$ cat src/design/bcld_pkg.sv
// ----------------------------------------------------------------------------
// Block cache LRU directory package
// Opcodes, result status codes and controller states.
// ----------------------------------------------------------------------------
package bcld_pkg;

    localparam logic [2:0] OP_GET       = 3'd0;
    localparam logic [2:0] OP_PUT       = 3'd1;
    localparam logic [2:0] OP_MARK      = 3'd2;
    localparam logic [2:0] OP_SYNC_DEV  = 3'd3;
    localparam logic [2:0] OP_SYNC_ALL  = 3'd4;

    localparam logic [2:0] ST_OK        = 3'd0;
    localparam logic [2:0] ST_MISS      = 3'd1;
    localparam logic [2:0] ST_ALL_PIN   = 3'd2;
    localparam logic [2:0] ST_WB_FAIL   = 3'd3;
    localparam logic [2:0] ST_RD_FAIL   = 3'd4;
    localparam logic [2:0] ST_IGNORED   = 3'd5;

    typedef enum logic [2:0] {
        S_IDLE,
        S_SINGLE,
        S_GET_SCAN,
        S_GET_RES,
        S_SYNC_PICK,
        S_SYNC_READ,
        S_SYNC_EMIT
    } ctl_state_t;

endpackage

$ cat src/design/bcld_key_store.sv
// ----------------------------------------------------------------------------
// Block key store
// Synchronous block number memory, one write and one registered read port.
// ----------------------------------------------------------------------------
module bcld_key_store #(
    parameter int DEPTH = 32,
    parameter int WIDTH = 32,
    parameter int AW    = 5
) (
    input  logic             aclk,
    input  logic             we,
    input  logic [AW-1:0]    waddr,
    input  logic [WIDTH-1:0] wdata,
    input  logic [AW-1:0]    raddr,
    output logic [WIDTH-1:0] rdata
);

    logic [WIDTH-1:0] mem [DEPTH];
    logic [WIDTH-1:0] rdata_reg;

    always_ff @(posedge aclk) begin
        if (we) begin
            mem[waddr] <= wdata;
        end
        rdata_reg <= mem[raddr];
    end

    assign rdata = rdata_reg;

endmodule

$ cat src/design/block_cache_lru_directory.sv
// ----------------------------------------------------------------------------
// Block cache LRU directory
// Tag directory of a block buffer cache: lookup, pinning, LRU replacement,
// writeback and sync of dirty slots.
//
//   channel  | dir | handshake          | payload
//   s_       | in  | s_valid / s_ready  | opcode, dev_id, block_num, slot, ok bits
//   m_       | out | m_valid / m_ready  | status, slot, writeback, read, last
//
// Put, mark dirty and ignored requests pass through the single-step state. Get
// scans the block key memory one slot a cycle, ending early on a hit, then emits.
// Sync picks, reads and emits each dirty slot in turn, or emits a single result
// when there is nothing to write back.
// One request is in flight at a time; output stalls hold the controller. Reset is
// synchronous, active low, clears valid, dirty, pin and device state of every slot
// and sets each LRU rank to its slot index; the block keys are not reset.
module block_cache_lru_directory
    import bcld_pkg::*;
#(
    parameter int NUM_SLOTS  = 32,
    parameter int DEVICES    = 16,
    parameter int BLOCK_BITS = 32,
    parameter int PIN_MAX    = 255
) (
    input  logic        aclk,
    input  logic        aresetn,
    input  logic        s_valid,
    output logic        s_ready,
    input  logic [2:0]  s_opcode,
    input  logic [3:0]  s_dev_id,
    input  logic [31:0] s_block_num,
    input  logic [4:0]  s_slot,
    input  logic        s_read_ok,
    input  logic        s_write_ok,
    output logic        m_valid,
    input  logic        m_ready,
    output logic [2:0]  m_status,
    output logic [4:0]  m_slot_out,
    output logic        m_wb_valid,
    output logic [3:0]  m_wb_dev,
    output logic [31:0] m_wb_block,
    output logic        m_rd_valid,
    output logic        m_last
);

    localparam int IW = $clog2(NUM_SLOTS);
    localparam int PW = $clog2(PIN_MAX + 1);
    localparam int BW = BLOCK_BITS;
    localparam logic [IW-1:0] TOP_RANK = IW'(NUM_SLOTS - 1);
    localparam logic [PW-1:0] PIN_TOP  = PW'(PIN_MAX);

    ctl_state_t state_reg, state_next;

    logic               valid_reg [NUM_SLOTS];
    logic               dirty_reg [NUM_SLOTS];
    logic [PW-1:0]      pins_reg  [NUM_SLOTS];
    logic [3:0]         dev_reg   [NUM_SLOTS];
    logic [IW-1:0]      rank_reg  [NUM_SLOTS];

    logic [2:0]         op_reg;
    logic [3:0]         dreq_reg;
    logic [BW-1:0]      breq_reg;
    logic [IW-1:0]      sreq_reg;
    logic               soor_reg, door_reg, rok_reg, wok_reg;

    logic [IW:0]        cnt_reg, cnt_next;
    logic               cen_reg, cen_next;
    logic [IW-1:0]      cidx_reg, cidx_next;
    logic               hit_reg, hit_next;
    logic [IW-1:0]      sel_reg, sel_next;
    logic               found_reg, found_next;
    logic [IW-1:0]      vrank_reg, vrank_next;
    logic [BW-1:0]      vblk_reg, vblk_next;
    logic [NUM_SLOTS-1:0] mask_reg, mask_next, mask_init;
    logic [IW-1:0]      pick_reg, pick_next, low_idx;

    logic               m_valid_reg;
    logic [2:0]         m_status_reg;
    logic [IW-1:0]      m_slot_reg;
    logic               m_wbv_reg, m_rdv_reg, m_last_reg;
    logic [3:0]         m_wbdev_reg;
    logic [BW-1:0]      m_wbblk_reg;

    logic               emit, o_wbv, o_rdv, o_last;
    logic [2:0]         o_status;
    logic [IW-1:0]      o_slot;
    logic [3:0]         o_wbdev;
    logic [BW-1:0]      o_wbblk;

    logic               do_touch, pin_wr, val_wr, val_val, dty_wr, dty_val, dev_wr, ram_we;
    logic [IW-1:0]      touch_idx, pin_idx, val_idx, dty_idx, dev_idx, ram_wa, ram_ra;
    logic [PW-1:0]      pin_val;
    logic [3:0]         dev_val;
    logic [BW-1:0]      ram_wd, ram_q;

    logic [63:0]        blk_ext, slot_ext, oslot_ext, owb_ext;
    logic               out_free, accept;

    assign blk_ext   = 64'(s_block_num);
    assign slot_ext  = 64'(s_slot);
    assign oslot_ext = 64'(m_slot_reg);
    assign owb_ext   = 64'(m_wbblk_reg);
    assign out_free  = !m_valid_reg || m_ready;
    assign s_ready   = (state_reg == S_IDLE);
    assign accept    = s_valid && s_ready;

    always_comb begin
        for (int i = 0; i < NUM_SLOTS; i++) begin
            mask_init[i] = valid_reg[i] && dirty_reg[i]
                        && (s_opcode == OP_SYNC_ALL || dev_reg[i] == s_dev_id);
        end
        low_idx = '0;
        for (int i = NUM_SLOTS - 1; i >= 0; i--) begin
            if (mask_reg[i]) begin
                low_idx = IW'(i);
            end
        end
    end

    bcld_key_store #(
        .DEPTH (NUM_SLOTS),
        .WIDTH (BW),
        .AW    (IW)
    ) u_keys (
        .aclk  (aclk),
        .we    (ram_we),
        .waddr (ram_wa),
        .wdata (ram_wd),
        .raddr (ram_ra),
        .rdata (ram_q)
    );

    always_ff @(posedge aclk) begin
        if (!aresetn) begin
            state_reg <= S_IDLE;
        end else begin
            state_reg <= state_next;
        end
    end

    always_comb begin
        state_next = state_reg;
        cnt_next   = cnt_reg;
        cen_next   = 1'b0;
        cidx_next  = cnt_reg[IW-1:0];
        hit_next   = hit_reg;
        sel_next   = sel_reg;
        found_next = found_reg;
        vrank_next = vrank_reg;
        vblk_next  = vblk_reg;
        mask_next  = mask_reg;
        pick_next  = pick_reg;
        ram_ra     = (state_reg == S_GET_SCAN) ? cnt_reg[IW-1:0] : pick_reg;

        emit = 1'b0; o_status = ST_OK; o_slot = '0; o_wbv = 1'b0; o_wbdev = '0;
        o_wbblk = '0; o_rdv = 1'b0; o_last = 1'b1;
        do_touch = 1'b0; touch_idx = '0;
        pin_wr = 1'b0; pin_idx = '0; pin_val = '0;
        val_wr = 1'b0; val_idx = '0; val_val = 1'b0;
        dty_wr = 1'b0; dty_idx = '0; dty_val = 1'b0;
        dev_wr = 1'b0; dev_idx = '0; dev_val = '0;
        ram_we = 1'b0; ram_wa = '0; ram_wd = '0;

        case (state_reg)
            S_IDLE: begin
                if (accept) begin
                    cnt_next   = '0;
                    hit_next   = 1'b0;
                    found_next = 1'b0;
                    mask_next  = mask_init;
                    if (s_opcode == OP_GET && 32'(s_dev_id) < DEVICES) begin
                        state_next = S_GET_SCAN;
                    end else if (s_opcode == OP_SYNC_DEV || s_opcode == OP_SYNC_ALL) begin
                        state_next = S_SYNC_PICK;
                    end else begin
                        state_next = S_SINGLE;
                    end
                end
            end
            S_SINGLE: begin
                if (out_free) begin
                    emit       = 1'b1;
                    state_next = S_IDLE;
                    o_status   = ST_IGNORED;
                    if (op_reg == OP_PUT && !soor_reg && pins_reg[sreq_reg] != '0) begin
                        o_status = ST_OK;
                        o_slot   = sreq_reg;
                        pin_wr   = 1'b1;
                        pin_idx  = sreq_reg;
                        pin_val  = pins_reg[sreq_reg] - 1'b1;
                    end else if (op_reg == OP_MARK && !soor_reg && valid_reg[sreq_reg]) begin
                        o_status = ST_OK;
                        o_slot   = sreq_reg;
                        dty_wr   = 1'b1;
                        dty_idx  = sreq_reg;
                        dty_val  = 1'b1;
                    end
                end
            end
            S_GET_SCAN: begin
                if (cnt_reg < (IW+1)'(NUM_SLOTS)) begin
                    cen_next = 1'b1;
                    cnt_next = cnt_reg + 1'b1;
                end
                if (cen_reg) begin
                    if (pins_reg[cidx_reg] == '0
                            && (!found_reg || rank_reg[cidx_reg] < vrank_reg)) begin
                        found_next = 1'b1;
                        sel_next   = cidx_reg;
                        vrank_next = rank_reg[cidx_reg];
                        vblk_next  = ram_q;
                    end
                    if (valid_reg[cidx_reg] && dev_reg[cidx_reg] == dreq_reg
                            && ram_q == breq_reg) begin
                        hit_next   = 1'b1;
                        sel_next   = cidx_reg;
                        state_next = S_GET_RES;
                    end else if (cidx_reg == TOP_RANK) begin
                        state_next = S_GET_RES;
                    end
                end
            end
            S_GET_RES: begin
                if (out_free) begin
                    emit       = 1'b1;
                    state_next = S_IDLE;
                    o_slot     = sel_reg;
                    if (hit_reg) begin
                        o_status  = ST_OK;
                        do_touch  = 1'b1;
                        touch_idx = sel_reg;
                        pin_wr    = 1'b1;
                        pin_idx   = sel_reg;
                        pin_val   = (pins_reg[sel_reg] < PIN_TOP) ?
                                    pins_reg[sel_reg] + 1'b1 : pins_reg[sel_reg];
                    end else if (!found_reg) begin
                        o_status = ST_ALL_PIN;
                        o_slot   = '0;
                    end else begin
                        o_wbv   = valid_reg[sel_reg] && dirty_reg[sel_reg];
                        o_wbdev = o_wbv ? dev_reg[sel_reg] : '0;
                        o_wbblk = o_wbv ? vblk_reg : '0;
                        if (o_wbv && !wok_reg) begin
                            o_status = ST_WB_FAIL;
                        end else begin
                            o_rdv   = 1'b1;
                            dty_wr  = 1'b1;
                            dty_idx = sel_reg;
                            val_wr  = 1'b1;
                            val_idx = sel_reg;
                            dev_wr  = 1'b1;
                            dev_idx = sel_reg;
                            ram_we  = 1'b1;
                            ram_wa  = sel_reg;
                            if (!rok_reg) begin
                                o_status = ST_RD_FAIL;
                            end else begin
                                o_status  = ST_MISS;
                                val_val   = 1'b1;
                                dev_val   = dreq_reg;
                                ram_wd    = breq_reg;
                                pin_wr    = 1'b1;
                                pin_idx   = sel_reg;
                                pin_val   = PW'(1);
                                do_touch  = 1'b1;
                                touch_idx = sel_reg;
                            end
                        end
                    end
                end
            end
            S_SYNC_PICK: begin
                if (mask_reg == '0) begin
                    if (out_free) begin
                        emit       = 1'b1;
                        state_next = S_IDLE;
                    end
                end else begin
                    pick_next           = low_idx;
                    mask_next[low_idx]  = 1'b0;
                    state_next          = S_SYNC_READ;
                end
            end
            S_SYNC_READ: begin
                state_next = S_SYNC_EMIT;
            end
            S_SYNC_EMIT: begin
                if (out_free) begin
                    emit     = 1'b1;
                    o_status = wok_reg ? ST_OK : ST_WB_FAIL;
                    o_slot   = pick_reg;
                    o_wbv    = 1'b1;
                    o_wbdev  = dev_reg[pick_reg];
                    o_wbblk  = ram_q;
                    o_last   = (mask_reg == '0);
                    dty_wr   = wok_reg;
                    dty_idx  = pick_reg;
                    state_next = (mask_reg == '0) ? S_IDLE : S_SYNC_PICK;
                end
            end
            default: begin
                state_next = S_IDLE;
            end
        endcase
    end

    always_ff @(posedge aclk) begin
        if (accept) begin
            op_reg   <= s_opcode;
            dreq_reg <= s_dev_id;
            breq_reg <= blk_ext[BW-1:0];
            sreq_reg <= slot_ext[IW-1:0];
            soor_reg <= (32'(s_slot) >= NUM_SLOTS);
            door_reg <= (32'(s_dev_id) >= DEVICES);
            rok_reg  <= s_read_ok;
            wok_reg  <= s_write_ok;
        end
        cnt_reg   <= cnt_next;
        cidx_reg  <= cidx_next;
        sel_reg   <= sel_next;
        vrank_reg <= vrank_next;
        vblk_reg  <= vblk_next;
        pick_reg  <= pick_next;
        if (emit) begin
            m_status_reg <= door_reg && op_reg == OP_GET ? ST_IGNORED : o_status;
            m_slot_reg   <= o_slot;
            m_wbv_reg    <= o_wbv;
            m_wbdev_reg  <= o_wbdev;
            m_wbblk_reg  <= o_wbblk;
            m_rdv_reg    <= o_rdv;
            m_last_reg   <= o_last;
        end
    end

    always_ff @(posedge aclk) begin
        if (!aresetn) begin
            cen_reg     <= 1'b0;
            hit_reg     <= 1'b0;
            found_reg   <= 1'b0;
            mask_reg    <= '0;
            m_valid_reg <= 1'b0;
            for (int i = 0; i < NUM_SLOTS; i++) begin
                valid_reg[i] <= 1'b0;
                dirty_reg[i] <= 1'b0;
                pins_reg[i]  <= '0;
                dev_reg[i]   <= '0;
                rank_reg[i]  <= IW'(i);
            end
        end else begin
            cen_reg   <= cen_next;
            hit_reg   <= hit_next;
            found_reg <= found_next;
            mask_reg  <= mask_next;
            if (emit) begin
                m_valid_reg <= 1'b1;
            end else if (m_ready) begin
                m_valid_reg <= 1'b0;
            end
            if (val_wr) begin
                valid_reg[val_idx] <= val_val;
            end
            if (dty_wr) begin
                dirty_reg[dty_idx] <= dty_val;
            end
            if (pin_wr) begin
                pins_reg[pin_idx] <= pin_val;
            end
            if (dev_wr) begin
                dev_reg[dev_idx] <= dev_val;
            end
            if (do_touch) begin
                for (int j = 0; j < NUM_SLOTS; j++) begin
                    if (IW'(j) == touch_idx) begin
                        rank_reg[j] <= TOP_RANK;
                    end else if (rank_reg[j] > rank_reg[touch_idx]) begin
                        rank_reg[j] <= rank_reg[j] - 1'b1;
                    end
                end
            end
        end
    end

    assign m_valid    = m_valid_reg;
    assign m_status   = m_status_reg;
    assign m_slot_out = oslot_ext[4:0];
    assign m_wb_valid = m_wbv_reg;
    assign m_wb_dev   = m_wbdev_reg;
    assign m_wb_block = owb_ext[31:0];
    assign m_rd_valid = m_rdv_reg;
    assign m_last     = m_last_reg;

endmodule

$ cat config.mk
export PLATFORM = sky130hd
export DESIGN_NAME = block_cache_lru_directory
export DESIGN_NICKNAME = d
export VERILOG_FILES = /design/src/design/bcld_pkg.sv /design/src/design/bcld_key_store.sv /design/src/design/block_cache_lru_directory.sv
export SDC_FILE = /design/constraint.sdc
export NUM_CORES = 2
export LEC_CHECK = 0
export BUFFER_PORTS_ARGS = -buffer_cell sky130_fd_sc_hd__buf_4
export CAP_MARGIN = 20
export CORE_MARGIN = 8
export CORE_UTILIZATION = 30
export DETAILED_ROUTE_END_ITERATION = 8
export GPL_TIMING_DRIVEN = 0
export PLACE_DENSITY_LB_ADDON = 0.08
export SLEW_MARGIN = 15
export SYNTH_ARGS = -nofsm -noshare
export SYNTH_HDL_FRONTEND = slang
export SYNTH_HIERARCHICAL = 1
export SYNTH_SLANG_ARGS = --single-unit
$ cat constraint.sdc
create_clock -name aclk -period 7.7 [get_ports aclk]
set_clock_uncertainty 0.15 [all_clocks]
set_input_delay 0.385 -clock aclk [delete_from_list [all_inputs] [get_ports aclk]]
set_output_delay 0.385 -clock aclk [all_outputs]
set_load 0.02 [all_outputs]
Word level (Yosys, flattened, before mapping)

Memory sizes are Yosys's and may differ from the RTL's. A register that Yosys moved wholly into a read port is not among the register bits.
Index checks and enable logic that the tools add are counted.

$add $sub $neg: 35
Order comparisons: 37
Eq/ne operators: 84
Multiplexer cells: 545
Bitwise logic cells: 67
Reduce and logical (&&, ||, !) cells: 137

Operators by type and width:

| operator                                            | number |
|---|---|
| two-way mux 5 bit                                   | 132 |
| two-way mux 32 bit                                  | 13 |
| two-way mux 1 bit                                   | 343 |
| greater-than comparator 5 bit                       | 32 |
| subtractor 5 x 1 -> 5 bit, second input constant    | 32 |
| equality test 4 bit                                 | 33 |
| one-hot mux 32 bit (2 select lines)                 | 2 |
| equality test 5 bit, first input constant           | 16 |
| logical AND 1 bit                                   | 73 |
| bitwise OR 1 bit                                    | 64 |
| two-way mux 3 bit                                   | 18 |
| two-way mux 4 bit                                   | 12 |
| two-way mux 8 bit                                   | 6 |
| equality test 4 x 5 -> 1 bit, first input constant  | 8 |
| logical OR 1 bit                                    | 35 |
| AND 32 bit                                          | 1 |
| equality test 32 bit                                | 1 |
| zero test 32 bit                                    | 1 |
| NOT 32 bit                                          | 1 |
| one-hot mux 5 bit (3 select lines)                  | 2 |
| equality test 3 x 5 -> 1 bit, first input constant  | 4 |
| one-hot mux 3 bit (6 select lines)                  | 1 |
| one-hot mux 8 bit (2 select lines)                  | 1 |
| equality test 3 x 2 -> 1 bit, second input constant | 4 |
| 40 further kinds                                    | 70 |

Flip-flop bits (word level): 190
Memory bits (writable): 1632
Input bits: 50
Output and inout bits: 49
Word-level logic and storage cells: 936
Memories kept: 6

Memory list:

| name       | words | width | read ports | clocked after memory_dff | write ports | line                            | text |
|---|---|---|---|---|---|---|---|
| u_keys.mem | 32    | 32    | 1          | 1                        | 1           | bcld_key_store.sv:18            | `logic [WIDTH-1:0] mem [DEPTH];` |
| pins_reg   | 32    | 8     | 3          | 3                        | 32          | block_cache_lru_directory.sv:56 | `logic [PW-1:0] pins_reg [NUM_SLOTS];` |
| rank_reg   | 32    | 5     | 34         | 1                        | 32          | block_cache_lru_directory.sv:58 | `logic [IW-1:0] rank_reg [NUM_SLOTS];` |
| dev_reg    | 32    | 4     | 35         | 3                        | 32          | block_cache_lru_directory.sv:57 | `logic [3:0] dev_reg [NUM_SLOTS];` |
| dirty_reg  | 32    | 1     | 33         | 1                        | 32          | block_cache_lru_directory.sv:55 | `logic dirty_reg [NUM_SLOTS];` |
| valid_reg  | 32    | 1     | 35         | 3                        | 32          | block_cache_lru_directory.sv:54 | `logic valid_reg [NUM_SLOTS];` |

Depth between registers and ports, before layout

Depth in word-level cells: 40
Gate-level depth with buffers: 24

Hierarchy

The synthesis kept the hierarchy.

Modules (own cells, without submodules):

| module                    | times used | cells an instance | area each (µm²) | sequential area each (µm²) |
|---|---|---|---|---|
| block_cache_lru_directory | 1          | 4570              | 51754.6         | 23182.2 |
| bcld_key_store            | 1          | 2260              | 40487.6         | 31390.1 |

Least setup slack after synthesis

OpenSTA, ideal clock, no wires.

Path type: register -> register
Start point: reg cidx_reg[0] (netlist name)
End point: reg sel_reg[0] (enable)
Library setup time: 0.349 ns
Arrival time: 7.458 ns
Required time: 7.201 ns
Path slack: -0.256 ns
Cell stages (with the launch flop): 20
Buffers on the path: 9
Cells stage by stage: dfxtp_1 -> buf_2 -> buf_4 -> buf_2 -> buf_2 -> buf_2 -> buf_2 -> buf_2 -> buf_2 -> buf_2 -> mux2i_1 -> o22ai_1 -> a221oi_1 -> o21ai_0 -> ha_1 -> o211a_1 -> a221o_1 -> a31o_2 -> a211oi_1 -> o21bai_1

RTL lines:

| element              | line                             | text |
|---|---|---|
| end signal, assigned | block_cache_lru_directory.sv:320 | `sel_reg <= sel_next;` |
| end, declared        | block_cache_lru_directory.sv:70  | `logic [IW-1:0] sel_reg, sel_next;` |

==> metrics.md <==
| Metric | Value |
|---|---|
| Vias per inst | 5.53 |
| 1st-pass router iterations | 6 |
| Design Area, Final | 108000 um^2 |
| Crit start category | register |
| Tot GR Track Use | 0.229 |
| Hold Fails Final Rpt | 0 |
| Routed Antenna Nets | 0 |
| Clock share of power | 0.351 |
| Netlist cell types | 93 |
| Drt wl/cell | 33.3 um |
| Total Wirelength | 386 mm |
| DP Area | 100000 um^2 |
| Setup CP Type | reg2reg |
| Sequential share of the synthesized area | 0.592 |
| Final critical-path share of the clock period | 0.991 |
| First-pass GRT wire length | 527 mm |
| Routed vias | 64.1k |
| Post-Syn Nets | 7080 |
| Dpl hpwl | 288 mm |
| Yosys warning total | 6 |
| Area growth syn-to-layout | 16.9% |
| Slew @ Worst Pin | 1270 ps |
| Remaining global-route overflow | 0 |
| Arrival time worst endpoint | 7970 ps |
| Post-synth EDFFs | 1714 |
| Initial antenna violation count | 9 |
| #FFs+latches synth | 1869 |
| FMAX | 131 MHz |
| Final core occ | 0.353 |
| Clock buffer depth | 4 |
| H-tree depth | 4 |
| Combinational group share of total power | 0.239 |
| Cells after Synth | 6830 |
| Total Nets Final | 7551 |
| Die ar. | 325000 um^2 |
| TNS Setup | 0 ps |
| Clock root cell | clkbuf_16 |
| Ratio of cells with drive above 1 in the final layout | 0.157 |
| Die X | 571 um |
| Mean cell area of the mapped netlist | 13.5 um^2 |
| Switching share of total power | 0.328 |
| Port buffer count | 98 |
| Pleak | 33.1 nW |
| Switching Power | 9.61 mW |
| Outcome | completed |
| Vias in the first global route | 63.3k |
| Core area | 306000 um^2 |
| TritonCTS clock tree | yes |
| Row cnt | 203 |
| I/O pin cnt | 99 |
| CP Cell Sequence | buf_4 -> buf_4 -> buf_2 -> buf_1 -> buf_6 -> mux4_2 -> mux4_2 -> mux2i_1 -> ha_1 -> and2_1 -> a21oi_4 -> a221oi_4 -> nand3_2 -> buf_2 -> o21ai_1 |
| Initial core utilization | 0.302 |
| Crit-path max FO | 10 |
| Crit path capture type | register |
| Drt initial violations | 6398 |
| Internal Pwr Total | 19.7 mW |
| Slew Viols, Final | 0 |
| Setup violations, final | 0 |
| Reg clk slew, reported paths | 60 ps |
| Clock sink count | 1869 |
| Max FFs per register | 1024 |
| Async SR Flop Fraction | 0 |
| Worst slew margin | 0.150 |
| CP Data Required Time | 8040 ps |
| Die Ht | 571 um |
| Hold_ws | 82.1 ps |
| Sequential share of power | 0.410 |
| Final-layout fill cell count | 29.7k |
| Maximum VDD drop | 0.197 mV |
| Placer Congestion | 0.942 |
| PwrDens | 271 nW/um^2 |
| Slowest-stage cell, CP | o21ai_1 |
| CTS buffer count | 218 |
| Largest net degree at the start of global routing | 33 |
| Synth Flop Type | edfxtp_1 |
| Unrepaired setup endpoints after global routing | no |
| Skew-Pair Late Insertion Delay | 900 ps |
| Hold crit path type | in2reg |
| Max_cap viols | 0 |
| Min cycle time layout | 7630 ps |
| # DRC | 0 |
| Post-Syn Area | 92200 um^2 |
| Critical path's largest stage delay | 730 ps |
power groups by stage:
stage	clock [mW]	combinational (mW)	sequential (mW)
2_1_floorplan	0	3.63	12.1
5_1_grt	10.9	7.25	12.0
4_1_cts	10.5	7.04	12.0
3_5_place_dp	0	6.99	12.2
6_report	10.3	7.00	12.0
3_3_place_gp	0	6.84	12.2
per-layer routing:
layer,global-route usage,part of all wire,vias up
met5,0,0,-
met4,0.105,0.056,0
met3,0.0288,0.055,698
met2,0.387,0.48,2564
met1,0.294,0.41,33200
li1,-,-,27600
final timing paths:
kind         slack (ps)  depth (start not counted)            from         endpoint
min                  80                          2  s_block_num[0]      breq_reg[0]
min reg2reg         290                          0     cidx_reg[1]       sel_reg[1]
max                  70                         15        register  pins_reg[29][7]
max reg2reg          70                         15        register  pins_reg[29][7]
synthesized netlist by cell type, drive strengths merged (9+ instances only):
master | instances | share of area
edfxtp | 1714 | 0.56
o221ai | 16 | 0.0015
inv | 131 | 0.0053
a22o | 100 | 0.0095
o211ai | 12 | 0.00098
nor2 | 336 | 0.014
nand2b | 53 | 0.0036
ha | 200 | 0.027
dfxtp | 155 | 0.034
a22oi | 130 | 0.011
a211oi | 18 | 0.0015
nand3b | 11 | 0.00090
a221oi | 15 | 0.0016
a21oi | 287 | 0.016
o21a | 33 | 0.0027
nor3b | 48 | 0.0039
nor4 | 74 | 0.0050
and3 | 83 | 0.0056
o311ai | 14 | 0.0013
nand3 | 193 | 0.011
nand2 | 431 | 0.018
nor3 | 299 | 0.016
a31oi | 90 | 0.0061
nand4 | 28 | 0.0019
buf | 204 | 0.013
mux2 | 26 | 0.0032
o21ai | 188 | 0.010
or3 | 17 | 0.0012
o41ai | 14 | 0.0013
xnor2 | 242 | 0.023
a211o | 9 | 0.00085
and2 | 151 | 0.010
mux2i | 635 | 0.069
o22ai | 60 | 0.0041
o211a | 10 | 0.0012
mux4 | 311 | 0.076
xor2 | 28 | 0.0027
clkbuf | 247 | 0.010
nor2b | 57 | 0.0039
o31ai | 12 | 0.00098
a41oi | 34 | 0.0032
through the flow:
| stage | total power [mW] | setup WS, ps | instances |
|---|---|---|---|
| after floorplan | 15.7 | 833 | 6830 |
| after global placement | 19.1 | -6760 | 11000 |
| after detailed placement | 19.2 | -845 | 11100 |
| after CTS | 29.6 | 6.53 | 11600 |
| after global routing | 30.2 | 14.0 | 11600 |
| final | 29.3 | 66.7 | 11600 |
critical path: cells and delay by family, from the launching register on:
family / cells / cell delay (ps)
buffers and inverters: 6 / 2510
multiplexers: 3 / 1420
AND/OR/NAND/NOR: 2 / 760
adder cells (fa/ha/maj): 1 / 350
AO/OA/AOI/OAI: 3 / 1530
flip-flops: 1 / 520
cell usage in the layout (no fill, tap or decap), types with 29 or more instances in the layout:
cell	netlist	routed
edfxtp_1	1714	1714
mux2i_1	635	635
nand2_1	430	430
mux4_2	311	311
nor2_1	336	300
nor3_1	295	295
a21oi_1	284	281
clkbuf_1	245	263
xnor2_1	242	242
clkbuf_16	0	219
ha_1	200	200
nand3_1	190	190
o21ai_0	184	160
dfxtp_1	155	155
and2_1	151	151
buf_4	43	148
inv_1	131	131
a22oi_1	127	126
buf_2	101	114
a22o_1	100	100
a31oi_1	90	90
nor4_1	74	71
o22ai_1	59	58
nor2b_1	57	57
dlygate4sd3_1	0	56
nand2b_1	53	53
and3_1	83	51
nor3b_1	48	48
clkinv_1	4	43
buf_6	21	38
clkinv_2	0	38
a41oi_1	34	34
buf_1	39	33
and3_2	0	32
o21a_1	33	32
nor2_4	0	32
buf_12	0	29
layout make-up:
type	instances	area, um^2	area share
Sequential cell	1869	54600	0.506
Timing Repair Buffer	256	3040	0.0282
Inverter	135	507	0.00470
Clock buffer	287	5930	0.0549
Multi-Input combinational cell	4375	35500	0.329
Buffer	446	2180	0.0202
Tap cell	4100	5130	0.0476
Antenna cell	6	15.0	0.000139
Clock inverter	114	1050	0.00976
cell families (layout without fill, tap and decap cells):
kind of cell,Yosys count,in the layout,synth area share
adder cells (fa/ha/maj),200,200,0.0271
AND/OR/NAND/NOR,1821,1821,0.0981
buffers and inverters,586,1238,0.0288
flip-flops,1869,1869,0.592
other,0,6,0
XOR/XNOR,270,270,0.0256
AO/OA/AOI/OAI,1112,1112,0.0807
multiplexers,972,972,0.148
repair_timing:
action / CTS / global route
setup endpoints to repair: 275 / 204
pin swaps: 1 / 0
setup buffers: 3 / 0
endpoints found under the hold margin: 57 / 0
hold buffers: 56 / 0
resized for setup: 11 / 6
(Power assumes the default switching activity.)
